**src/lpr_pkg.sv**
```systemverilog
package lpr_pkg;

    // field widths
    localparam int ADDR_BITS   = 32;
    localparam int LEN_W       = 6;
    localparam int PORT_W      = 4;
    localparam int TTL_W       = 8;
    localparam int STATUS_W    = 3;

    // table geometry
    localparam int DEF_ROUTE_ENTRIES = 64;
    localparam int PORT_COUNT        = 16;

    // limits
    localparam logic [LEN_W-1:0] MAX_LEN     = LEN_W'(ADDR_BITS);
    localparam logic [TTL_W-1:0] TTL_MIN_FWD = TTL_W'(1);

    // transaction kinds
    localparam logic FUNC_ADD   = 1'b0;
    localparam logic FUNC_ROUTE = 1'b1;

    // result codes
    typedef enum logic [STATUS_W-1:0] {
        ST_STORED    = 3'd0,
        ST_FORWARDED = 3'd1,
        ST_EXPIRED   = 3'd2,
        ST_NOROUTE   = 3'd3,
        ST_FULL      = 3'd4
    } t_status;

    // item held for the whole scan, seen by every cell
    typedef struct packed {
        logic                 func;
        logic [ADDR_BITS-1:0] key;
        logic [LEN_W-1:0]     len;
    } t_query;

    // table write, broadcast at the end of an add
    typedef struct packed {
        logic                 en;
        logic                 direct;
        logic [ADDR_BITS-1:0] gateway;
        logic [PORT_W-1:0]    port;
    } t_wr;

    // scan token handed from cell to cell
    typedef struct packed {
        logic                 valid;
        logic                 match_found;
        logic                 free_found;
        logic                 best_found;
        logic [LEN_W-1:0]     best_len;
        logic                 best_direct;
        logic [ADDR_BITS-1:0] best_gateway;
        logic [PORT_W-1:0]    best_port;
    } t_acc;

    // top len bits set, len already limited to 32
    function automatic logic [ADDR_BITS-1:0] lpr_len_mask(input logic [LEN_W-1:0] len);
        logic [ADDR_BITS-1:0] ones;
        ones = '1;
        return ~(ones >> len);
    endfunction

endpackage

```
**src/lpr_cell.sv**
```systemverilog
module lpr_cell
    import lpr_pkg::*;
#(
    parameter int IDX_W = 6,
    parameter int INDEX = 0
) (
    input  logic             i_clk,
    input  logic             i_rst_n,
    input  t_query           i_query,
    input  t_wr              i_wr,
    input  logic [IDX_W-1:0] i_wr_idx,
    input  t_acc             i_acc,
    input  logic [IDX_W-1:0] i_match_idx,
    input  logic [IDX_W-1:0] i_free_idx,
    output t_acc             o_acc,
    output logic [IDX_W-1:0] o_match_idx,
    output logic [IDX_W-1:0] o_free_idx
);

    localparam logic [IDX_W-1:0] MY_IDX = IDX_W'(INDEX);

    logic                 r_valid;
    logic [ADDR_BITS-1:0] r_prefix;
    logic [LEN_W-1:0]     r_len;
    logic                 r_direct;
    logic [ADDR_BITS-1:0] r_gateway;
    logic [PORT_W-1:0]    r_port;

    t_acc                 r_acc;
    t_acc                 n_acc;
    logic [IDX_W-1:0]     r_match_idx;
    logic [IDX_W-1:0]     n_match_idx;
    logic [IDX_W-1:0]     r_free_idx;
    logic [IDX_W-1:0]     n_free_idx;

    logic                 wr_here;
    logic                 same_route;
    logic                 dest_hit;

    assign wr_here = i_wr.en && (i_wr_idx == MY_IDX);

    // entry valid flag
    always_ff @(posedge i_clk) begin
        if (!i_rst_n) begin
            r_valid <= 1'b0;
        end else if (wr_here) begin
            r_valid <= 1'b1;
        end
    end

    // entry contents
    always_ff @(posedge i_clk) begin
        if (wr_here) begin
            r_prefix  <= i_query.key;
            r_len     <= i_query.len;
            r_direct  <= i_wr.direct;
            r_gateway <= i_wr.gateway;
            r_port    <= i_wr.port;
        end
    end

    // compares against the held item
    assign same_route = r_valid && (r_len == i_query.len) && (r_prefix == i_query.key);
    assign dest_hit   = r_valid && ((i_query.key & lpr_len_mask(r_len)) == r_prefix);

    // fold this entry into the passing token
    always_comb begin
        n_acc       = i_acc;
        n_match_idx = i_match_idx;
        n_free_idx  = i_free_idx;
        if (same_route && !i_acc.match_found) begin
            n_acc.match_found = 1'b1;
            n_match_idx       = MY_IDX;
        end
        if (!r_valid && !i_acc.free_found) begin
            n_acc.free_found = 1'b1;
            n_free_idx       = MY_IDX;
        end
        if (i_query.func == FUNC_ROUTE && dest_hit
            && (!i_acc.best_found || r_len > i_acc.best_len)) begin
            n_acc.best_found   = 1'b1;
            n_acc.best_len     = r_len;
            n_acc.best_direct  = r_direct;
            n_acc.best_gateway = r_gateway;
            n_acc.best_port    = r_port;
        end
    end

    // hand the token on to the next cell
    always_ff @(posedge i_clk) begin
        if (!i_rst_n) begin
            r_acc <= '0;
        end else begin
            r_acc <= n_acc;
        end
    end

    always_ff @(posedge i_clk) begin
        r_match_idx <= n_match_idx;
        r_free_idx  <= n_free_idx;
    end

    assign o_acc       = r_acc;
    assign o_match_idx = r_match_idx;
    assign o_free_idx  = r_free_idx;

endmodule

```
**config.mk**
```make
export PLATFORM = sky130hd
export DESIGN_NAME = lpr_cell
export DESIGN_NICKNAME = d
export VERILOG_FILES = /design/src/lpr_pkg.sv /design/src/lpr_cell.sv
export SDC_FILE = /design/constraint.sdc
export NUM_CORES = 1
export LEC_CHECK = 0
export BUFFER_PORTS_ARGS = -buffer_cell sky130_fd_sc_hd__buf_2
export CAP_MARGIN = 20
export CORE_MARGIN = 1
export CORE_UTILIZATION = 51
export DETAILED_ROUTE_END_ITERATION = 10
export PLACE_DENSITY = 0.88
export SETUP_SLACK_MARGIN = 0.15
export SLEW_MARGIN = 20
export SYNTH_ARGS = -nofsm -noshare
export SYNTH_HDL_FRONTEND = slang
export SYNTH_SLANG_ARGS = --single-unit
```
**constraint.sdc**
```tcl
create_clock -name i_clk -period 12.8 [get_ports i_clk]
set_clock_uncertainty 0.05 [all_clocks]
set_input_delay 1.28 -clock i_clk [delete_from_list [all_inputs] [get_ports i_clk]]
set_output_delay 1.28 -clock i_clk [all_outputs]
set_load 0.01 [all_outputs]
```
-- After elaboration in Yosys (flattened, before gate mapping)
Index checks and enable logic that the tools add are counted.
- flip-flop bits (word level): 135
- input bits: 144
- logic and storage cells: 40
- $lt $le $gt $ge: 1
- eq/ne operators: 3
- shift operators: 1
- mux-type cells: 3
- bitwise gates (word level): 2
- reduce and logical (&&, ||, !) cells: 14
- operator list (operator ; number):
    == test 32 bit ; 2
    two-way mux 44 bit ; 1
    AND 32 bit ; 1
    inverter 32 bit ; 1
    >> shifter 32 x 6 -> 32 bit (first input constant) ; 1
    logical AND 1 bit ; 8
    == test 6 bit ; 1
    > comparator 6 bit ; 1
    zero test 6 bit ; 1
    zero test 1 bit ; 4
    two-way mux 1 bit ; 2
    logical OR 1 bit ; 1

-- Depth between registers and ports, before layout
Gate-level depths: netlist of the first run.
- depth in word-level cells: 8
- gate-level depth with buffers: 12
- gate-level depth less buffers: 9

-- Worst setup path before layout of the first run
No wires, ideal clock.
- path type: in2reg
- start point: input i_wr_idx[2]
- end point: register r_direct (enable)
- library setup time: 0.705 ns
- arrival time: 9.112 ns
- required time: 12.045 ns
- path slack: 2.933 ns
- cell stages on the path: 2
- buffers on the path: 0
- cells stage by stage: or4b_2 -> nor4_1
- word-level cells in the longest chain between the ends: 2
- ends and longest elaborated chain (what ; RTL line ; text):
    from (decl) ; lpr_cell.sv:11 ; input logic [IDX_W-1:0] i_wr_idx,
    zero test 6 bit ; lpr_cell.sv:40 ; assign wr_here = i_wr.en && (i_wr_idx == MY_IDX);
    logical AND 1 bit ; lpr_cell.sv:40 ;
    net wr_here ; lpr_cell.sv:36 ; logic wr_here;
    to (signal assigned) ; lpr_cell.sv:56 ; r_direct <= i_wr.direct;
    to (decl) ; lpr_cell.sv:25 ; logic r_direct;
The timed path passes the listed nets, and every way through them passes these cells.
A chain may end at the register's enable or synchronous reset.

-- Final worst setup path of the first run
- start point: register r_len[1]
- end point: register r_acc (netlist bit o_acc[27])
- word-level cells in the longest chain between the ends: 8
- elaborated cells on any way between the ends: 10
- classes of those cells: order compare (1); eq/ne (1); shift (1); mux (1); bitwise (2); reduce/logical (4)
- ends and longest elaborated chain (what ; RTL line ; text):
    from (decl) ; lpr_cell.sv:24 ; logic [LEN_W-1:0] r_len;
    from (signal assigned) ; lpr_cell.sv:55 ; r_len <= i_query.len;
    >> shifter 32 x 6 -> 32 bit ; lpr_pkg.sv:62 ; return ~(ones >> len);
    inverter 32 bit ; lpr_pkg.sv:62 ;
    AND 32 bit ; lpr_cell.sv:64 ; assign dest_hit = r_valid && ((i_query.key & lpr_len_mask(r_len)) == r_prefix);
    == test 32 bit ; lpr_cell.sv:64 ;
    logical AND 1 bit ; lpr_cell.sv:64 ;
    logical AND 1 bit ; lpr_cell.sv:79 ; if (i_query.func == FUNC_ROUTE && dest_hit
    logical AND 1 bit * ; lpr_cell.sv:80 ; && (!i_acc.best_found || r_len > i_acc.best_len)) begin
    two-way mux 44 bit * ; lpr_cell.sv:79 ;
    to (signal assigned) ; lpr_cell.sv:94 ; r_acc <= n_acc;
    to (decl) ; lpr_cell.sv:29 ; t_acc r_acc;
Every way passes the cells marked *; elsewhere a longest branch is shown, timed or not.

==> reports/qor.txt, run 1 <==
placed cell count -> 920
Max-cap violations -> 0
worst-path fanout max -> 43
Initial Util -> 52.9%
DR DRC count -> 0
clock sinks -> 135
cell family with most CP delay -> compound AO/OA/AOI/OAI gates
unrepaired setup endpoints after global routing -> no
non-filler cells, final -> 950
Syn Inst Count -> 573
critical path data arrival time -> 4.03 ns
grt peak-use layer -> met2
fraction of layout cells with a size suffix above 1 -> 32.5%
Ant. Diodes -> 0
GRT overflow -> 0
TritonCTS clock tree -> done
FILL cells -> 959
cts hold-fix bufs -> 0
Synth Cell Area -> 0.00641 mm2
root buffer cell -> clkbuf_16
worst-skew pair later-pin latency -> 0.42 ns
Least-Margin Pin Slew -> 0.977 ns
Iter 0 DRT Violations -> 439
crit path launch type -> register
Critical-path top delay cell -> edfxtp_1
Core ar. -> 0.0121 mm2
routability congestion estimate -> 1.02
Peak Freq -> 0.267 GHz
WHS Path Cells -> 2
Total Nets Final -> 921
total CTS buffers -> 17
min Tclk post-route -> 3.75 ns
HP Start -> r_gateway[4]
crit path buf inv count -> 1
Die Span Y -> 114 um
final design utilization -> 65.3%
final setup fails -> 0
clock group share of total power -> 46.6%
FP Rows -> 40
GRT Util Overall -> 25.8%
die width -> 114 um
pin count of the biggest net entering global routing -> 92
EDFF count, synth -> 75
Port Buffers -> 202
Syn Nets -> 723
critical path required time -> 13.08 ns
Rel. slew slack -> 34.9%
Final Hold Vio Count -> 0
status -> complete, no violations
post-route ant nets -> 0
Die Area -> 0.0130 mm2
combinational power share -> 7.5%
P_int -> 816 uW
largest area contributor in the netlist -> edfxtp_1
Worst R2R Setup Slack -> 9.05 ns
Worst Setup SP -> r_len[1]
multi-input logic area -> 0.00253 mm2
top cells by area, synth -> edfxtp_1, dfxtp_1, mux2i_1
switching power -> 215 uW
Pre-Repair DR Iteration Count -> 5
pwr/cell area -> 130 mW/mm2
Sw Share -> 20.8%
worst r2r path cells -> 8
post-CTS setup buffers -> 0
setup TNS -> 0 ns
first-pass GRT wire length -> 24900 um
Critical Path End Type -> register
hpwl dp -> 11700 um
clk buf depth -> 2
worst r2r src -> r_len[1]
number of global-route vias before repair -> 4869
met1 Usage GRT -> 29.6%
Avg Inst Size Synth -> 11.2 um2
Max IR drop VDD -> 0.0868 mV
Seq/Total Area, Yosys -> 53.9%
final period utilization -> 29.3%
Routed WL -> 16400 um
Clock transition at path regs -> 0.06 ns
top cell type's share of synthesized area -> 35.1%
routed len/inst -> 17.3 um
ys flop type -> edfxtp_1
Leak -> 0.00328 uW
commonest non-fill, non-tap cells in the layout -> buf_2, nand2_1, edfxtp_1
met3 usage -> 8.15%
Hold Path Sink -> o_acc[8]
r2r endpoint -> o_acc[27]
Vias -> 5185
HP Class -> reg -> reg
cts repair resizes -> 0
total number of H-tree levels -> 4
worst path cell trace -> a2111oi_1 -> mux2_2 -> a211o_1 -> a211oi_1 -> nand2_1 -> nor4_4 -> buf_4 -> mux2i_1
IO Count -> 203
commonest non-fill, non-tap cell in the layout -> buf_2
number of synthesis warnings -> 0
FF+latch area -> 0.00345 mm2
CP max stage delay -> 0.72 ns
fin. max-slew vios -> 0
vias per std cell -> 5.46
M2 GR Usage -> 43.7%
Synth cell types -> 69
initial antenna violation count -> 0
Async SR Flop Fraction -> 0%
FF+latch count, synth -> 135
Reg power frac -> 45.9%
area grow syn2layout -> 23.4%
Crit Path Category -> reg -> reg
worst max path at each step:
stage / slack [ns] / endpoint / cells past startpoint
global placement: 8.85 / o_acc[24] / 9
floorplan: 2.93 / r_direct / 2
CTS: 9.06 / o_acc[17] / 8
detailed placement: 8.77 / o_acc[0] / 9
finish: 9.05 / o_acc[27] / 8
global route: 8.83 / o_acc[17] / 8
cell type report:
type | instances | area share [%]
sequential | 135 | 43.7
clock inverter | 6 | 0.775
tap | 168 | 2.66
clock buffer | 24 | 6.77
inverter | 18 | 0.854
multi-input combinational | 391 | 31.9
timing repair buffer | 208 | 13.4
synth_stat cells (3+ instances only):
cell and instances:
nand2b_1 26, nand4_1 8, buf_12 4, nor2b_1 36, dfxtp_1 60, clkbuf_8 16, nor2_1 16, a31oi_1 3
a21oi_1 13, o21a_1 4, or3_1 4, o211ai_1 5, nand4b_1 4, o2111ai_1 5, nand2_1 104, o2111a_1 3
o311ai_0 3, xor2_1 3, buf_6 5, xnor2_1 9, nor4_1 9, a21o_1 3, nor3_1 7, o21ai_0 13
edfxtp_1 75, mux2i_1 44, inv_1 18, ha_1 6, nand3_1 15, nor4b_1 3
cell families (layout without fill, tap and decap cells):
group | after synthesis | count (layout) | synth area share (%)
buffers and inverters | 47 | 256 | 6.95
flip-flops | 135 | 135 | 53.9
multiplexers | 45 | 45 | 7.05
AND/OR/NAND/NOR | 252 | 252 | 20.6
adder cells (fa/ha/maj) | 6 | 6 | 1.17
AO/OA/AOI/OAI | 76 | 76 | 8.69
XOR/XNOR | 12 | 12 | 1.64
power by group through the flow:
stage / Clock, uW / Combinational (uW) / Sequential, uW
floorplan: 0 / 32.2 / 487
global placement: 0 / 74.1 / 481
detailed placement: 0 / 76.5 / 481
CTS: 488 / 77.9 / 472
global route: 508 / 85.1 / 473
finish: 480 / 77.6 / 473
tightest hold or removal path, stage by stage, from the launching register on:
cell      delay [ns]
edfxtp_1        0.32
nand2_1         0.04
mux2i_1         0.11
registers in the layout, indices dropped and copies added, names as in the netlist:
register and cells:
o_acc 47, o_free_idx 6, o_match_idx 6, r_direct 1, r_gateway 32, r_len 6, r_port 4, r_prefix 32
r_valid 1
metal layers:
metal / up-vias / share of wire, %
met4: 0 / 3.5
met5: - / 0
li1: 2453 / -
met1: 2416 / 38
met3: 44 / 8.4
met2: 272 / 50
metrics by stage:
| stage | power (uW) | hold WS [ns] | setup slack, ns | area, um2 |
|---|---|---|---|---|
| 2_1_floorplan | 519 | 0.429 | 2.93 | 6410 |
| 3_3_place_gp | 555 | 0.436 | 8.85 | 7310 |
| 3_5_place_dp | 558 | 0.446 | 8.77 | 7310 |
| 4_1_cts | 1040 | 0.460 | 9.06 | 7910 |
| 5_1_grt | 1070 | 0.485 | 8.83 | 7910 |
| 6_report | 1030 | 0.459 | 9.05 | 7910 |
(Power assumes the default switching activity.)
==> run 2, diff against run 1 <==
--- a/config.mk
+++ b/config.mk
@@ -8,9 +8,9 @@
 export BUFFER_PORTS_ARGS = -buffer_cell sky130_fd_sc_hd__buf_2
 export CAP_MARGIN = 20
 export CORE_MARGIN = 1
-export CORE_UTILIZATION = 51
+export CORE_UTILIZATION = 46
 export DETAILED_ROUTE_END_ITERATION = 10
-export PLACE_DENSITY = 0.88
+export PLACE_DENSITY = 0.84
 export SETUP_SLACK_MARGIN = 0.15
 export SLEW_MARGIN = 20
 export SYNTH_ARGS = -nofsm -noshare
==> constraint.sdc (replaced) <==
create_clock -name i_clk -period 3.35 [get_ports i_clk]
set_clock_uncertainty 0.05 [all_clocks]
set_input_delay 0.335 -clock i_clk [delete_from_list [all_inputs] [get_ports i_clk]]
set_output_delay 0.335 -clock i_clk [all_outputs]
set_load 0.01 [all_outputs]
==> reports/qor.txt, run 2 (synthesis results as in run 1) <==
fin. max-slew vios -> 0 (unchanged)
GRT overflow -> 0 (unchanged)
switching power -> 885 uW (+310%)
Routed WL -> 16600 um (+1.3%)
worst-skew pair later-pin latency -> 0.42 ns (about the same)
Pre-Repair DR Iteration Count -> 5 (unchanged)
HP Start -> i_wr[32]
Die Area -> 0.0144 mm2 (+11%)
TritonCTS clock tree -> done
crit path launch type -> register
clk buf depth -> 2 (unchanged)
worst path cell trace -> buf_4 -> or2_2 -> a21oi_1 -> mux2i_1 -> nand2_1 -> a2111o_1 -> nor4_4 -> buf_12 -> mux2i_1
combinational power share -> 7.6% (about the same)
Core ar. -> 0.0134 mm2 (+11%)
min Tclk post-route -> 3.07 ns (-0.679 ns)
GRT Util Overall -> 23.8% (-2.0 points)
Sw Share -> 22.3% (+1.5 points)
worst r2r src -> r_len[4]
initial antenna violation count -> 0 (unchanged)
Clock transition at path regs -> 0.06 ns (about the same)
Ant. Diodes -> 0 (unchanged)
clock group share of total power -> 46.9% (+0.3 points)
fraction of layout cells with a size suffix above 1 -> 34.0% (+1.5 points)
total number of H-tree levels -> 4 (unchanged)
DR DRC count -> 0 (unchanged)
root buffer cell -> clkbuf_16
first-pass GRT wire length -> 25800 um (+3.7%)
IO Count -> 203 (unchanged)
CP max stage delay -> 0.45 ns (-0.27 ns)
FP Rows -> 42 (+5.0%)
Total Nets Final -> 929 (+0.87%)
commonest non-fill, non-tap cell in the layout -> buf_2
Final Hold Vio Count -> 0 (unchanged)
Iter 0 DRT Violations -> 421 (-4.1%)
area grow syn2layout -> 25.5%
Die Span Y -> 120 um (+5.2%)
critical path required time -> 3.64 ns (-9.44 ns)
WHS Path Cells -> 1 (-1)
total CTS buffers -> 17 (unchanged)
max reg flops -> 47 (unchanged)
Vias -> 5129 (-1.1%)
Worst R2R Setup Slack -> 0.28 ns (-8.77 ns)
Min Hold Slack -> 0.0395 ns (-0.420 ns)
hpwl dp -> 12300 um (+5.6%)
routed len/inst -> 17.1 um (-0.58%)
pin count of the biggest net entering global routing -> 77 (-16%)
Leak -> 0.00334 uW (+1.8%)
Max-cap violations -> 0 (unchanged)
Reg power frac -> 45.5% (-0.4 points)
final setup fails -> 0 (unchanged)
Top cell by count, worst path -> mux2i_1
number of global-route vias before repair -> 4950 (+1.7%)
placed cell count -> 934 (+1.5%)
Critical-path top delay cell -> a2111o_1
P_int -> 3070 uW (+280%)
Hold Path Sink -> r_gateway[28]
post-route ant nets -> 0 (unchanged)
unrepaired setup endpoints after global routing -> no
status -> complete, no violations
vias per std cell -> 5.30 (-2.9%)
pwr/cell area -> 492 mW/mm2 (+280%)
Critical Path End Type -> register
die width -> 120 um (+5.2%)
Initial Util -> 47.8% (-5.1 points)
Rel. slew slack -> 46.2% (+11 points)
Port Buffers -> 202 (unchanged)
HP Class -> in -> reg
non-filler cells, final -> 968 (+1.9%)
Peak Freq -> 0.325 GHz (+22%)
final period utilization -> 91.7% (+62 points)
worst r2r path cells -> 9 (+1)
FILL cells -> 1096 (+14%)
routability congestion estimate -> 0.962 (-5.4%)
worst-path fanout max -> 43 (unchanged)
clock sinks -> 135 (unchanged)
Least-Margin Pin Slew -> 0.807 ns (-0.170 ns)
commonest non-fill, non-tap cells in the layout -> buf_2, nand2_1, edfxtp_1
r2r endpoint -> o_acc[9]
Max IR drop VDD -> 0.330 mV (+280%)
critical path data arrival time -> 3.36 ns (-0.67 ns)
Crit Path Category -> reg -> reg
[run 2: cell count changes in the layout (fill, tap and decap cells not counted), sizes merged]
cell and delta:
clkinv +4, inv +1, clkbuf -3, buf +8
[run 2: critical path: cells and delay by family (launching register included)]
family,cells,cell delay [ns]
DFF,1,0.42
and+or+nand+nor,3,0.70
muxes,2,0.48
AOI/OAI and AO/OA,2,0.71
buffers and inverters,2,0.57
[run 2: stage by stage]
stage	instance area, um2	power (uW)	worst slack, ns	setup TNS, ns	utilization, %
finish	8040	3960	0.277	0	60.0
global route	8040	4110	0.139	0	60.0
CTS	8020	4000	0.209	0	59.8
detailed placement	7410	2140	0.172	0	55.3
global placement	7410	2130	0.282	0	55.3
floorplan	6430	1980	-0.487	-36.90	-
[run 2: layout make-up]
class	count	area [um2]	area share (%)
Timing Repair Buffer	216	1140	14.2
Tap cell	176	220	2.74
Sequential cell	135	3450	42.9
Clock buffer	21	493	6.13
Multi-Input combinational cell	391	2560	31.8
Inverter	18	67.6	0.840
Clock inverter	11	113	1.40
[run 2: how the worst max path moves through the flow]
stage | from | endpoint | depth (start not counted)
after floorplan | i_wr_idx[2] | r_direct | 2
after CTS | r_len[1] | o_acc[9] | 9
after global placement | r_len[1] | o_acc[28] | 9
final | r_len[4] | o_acc[9] | 9
after detailed placement | r_len[5] | o_acc[4] | 8
after global routing | r_len[1] | o_acc[9] | 9
[run 2: metal layers]
metal / vias to the layer above / GRT usage [%] / share of wire [%]
met5: - / 0 / 0
met4: 0 / 9.14 / 2.4
met3: 35 / 6.65 / 6.9
met2: 201 / 39.8 / 49
met1: 2421 / 29.0 / 41
li1: 2472 / - / -
[run 2: power groups by stage]
stage          Clock [uW]  Combinational (uW)  Sequential, uW
2_1_floorplan           0                 124            1860
3_3_place_gp            0                 292            1840
3_5_place_dp            0                 299            1840
4_1_cts              1900                 302            1800
5_1_grt              1970                 331            1810
6_report             1860                 301            1800
[run 2: timing repair]
item                       4_1_cts  5_1_grt
hold buffers                     0        0
gates cloned                     0        0
setup buffers                    0        2
setup endpoints to repair        1       43
resized for setup                1        2
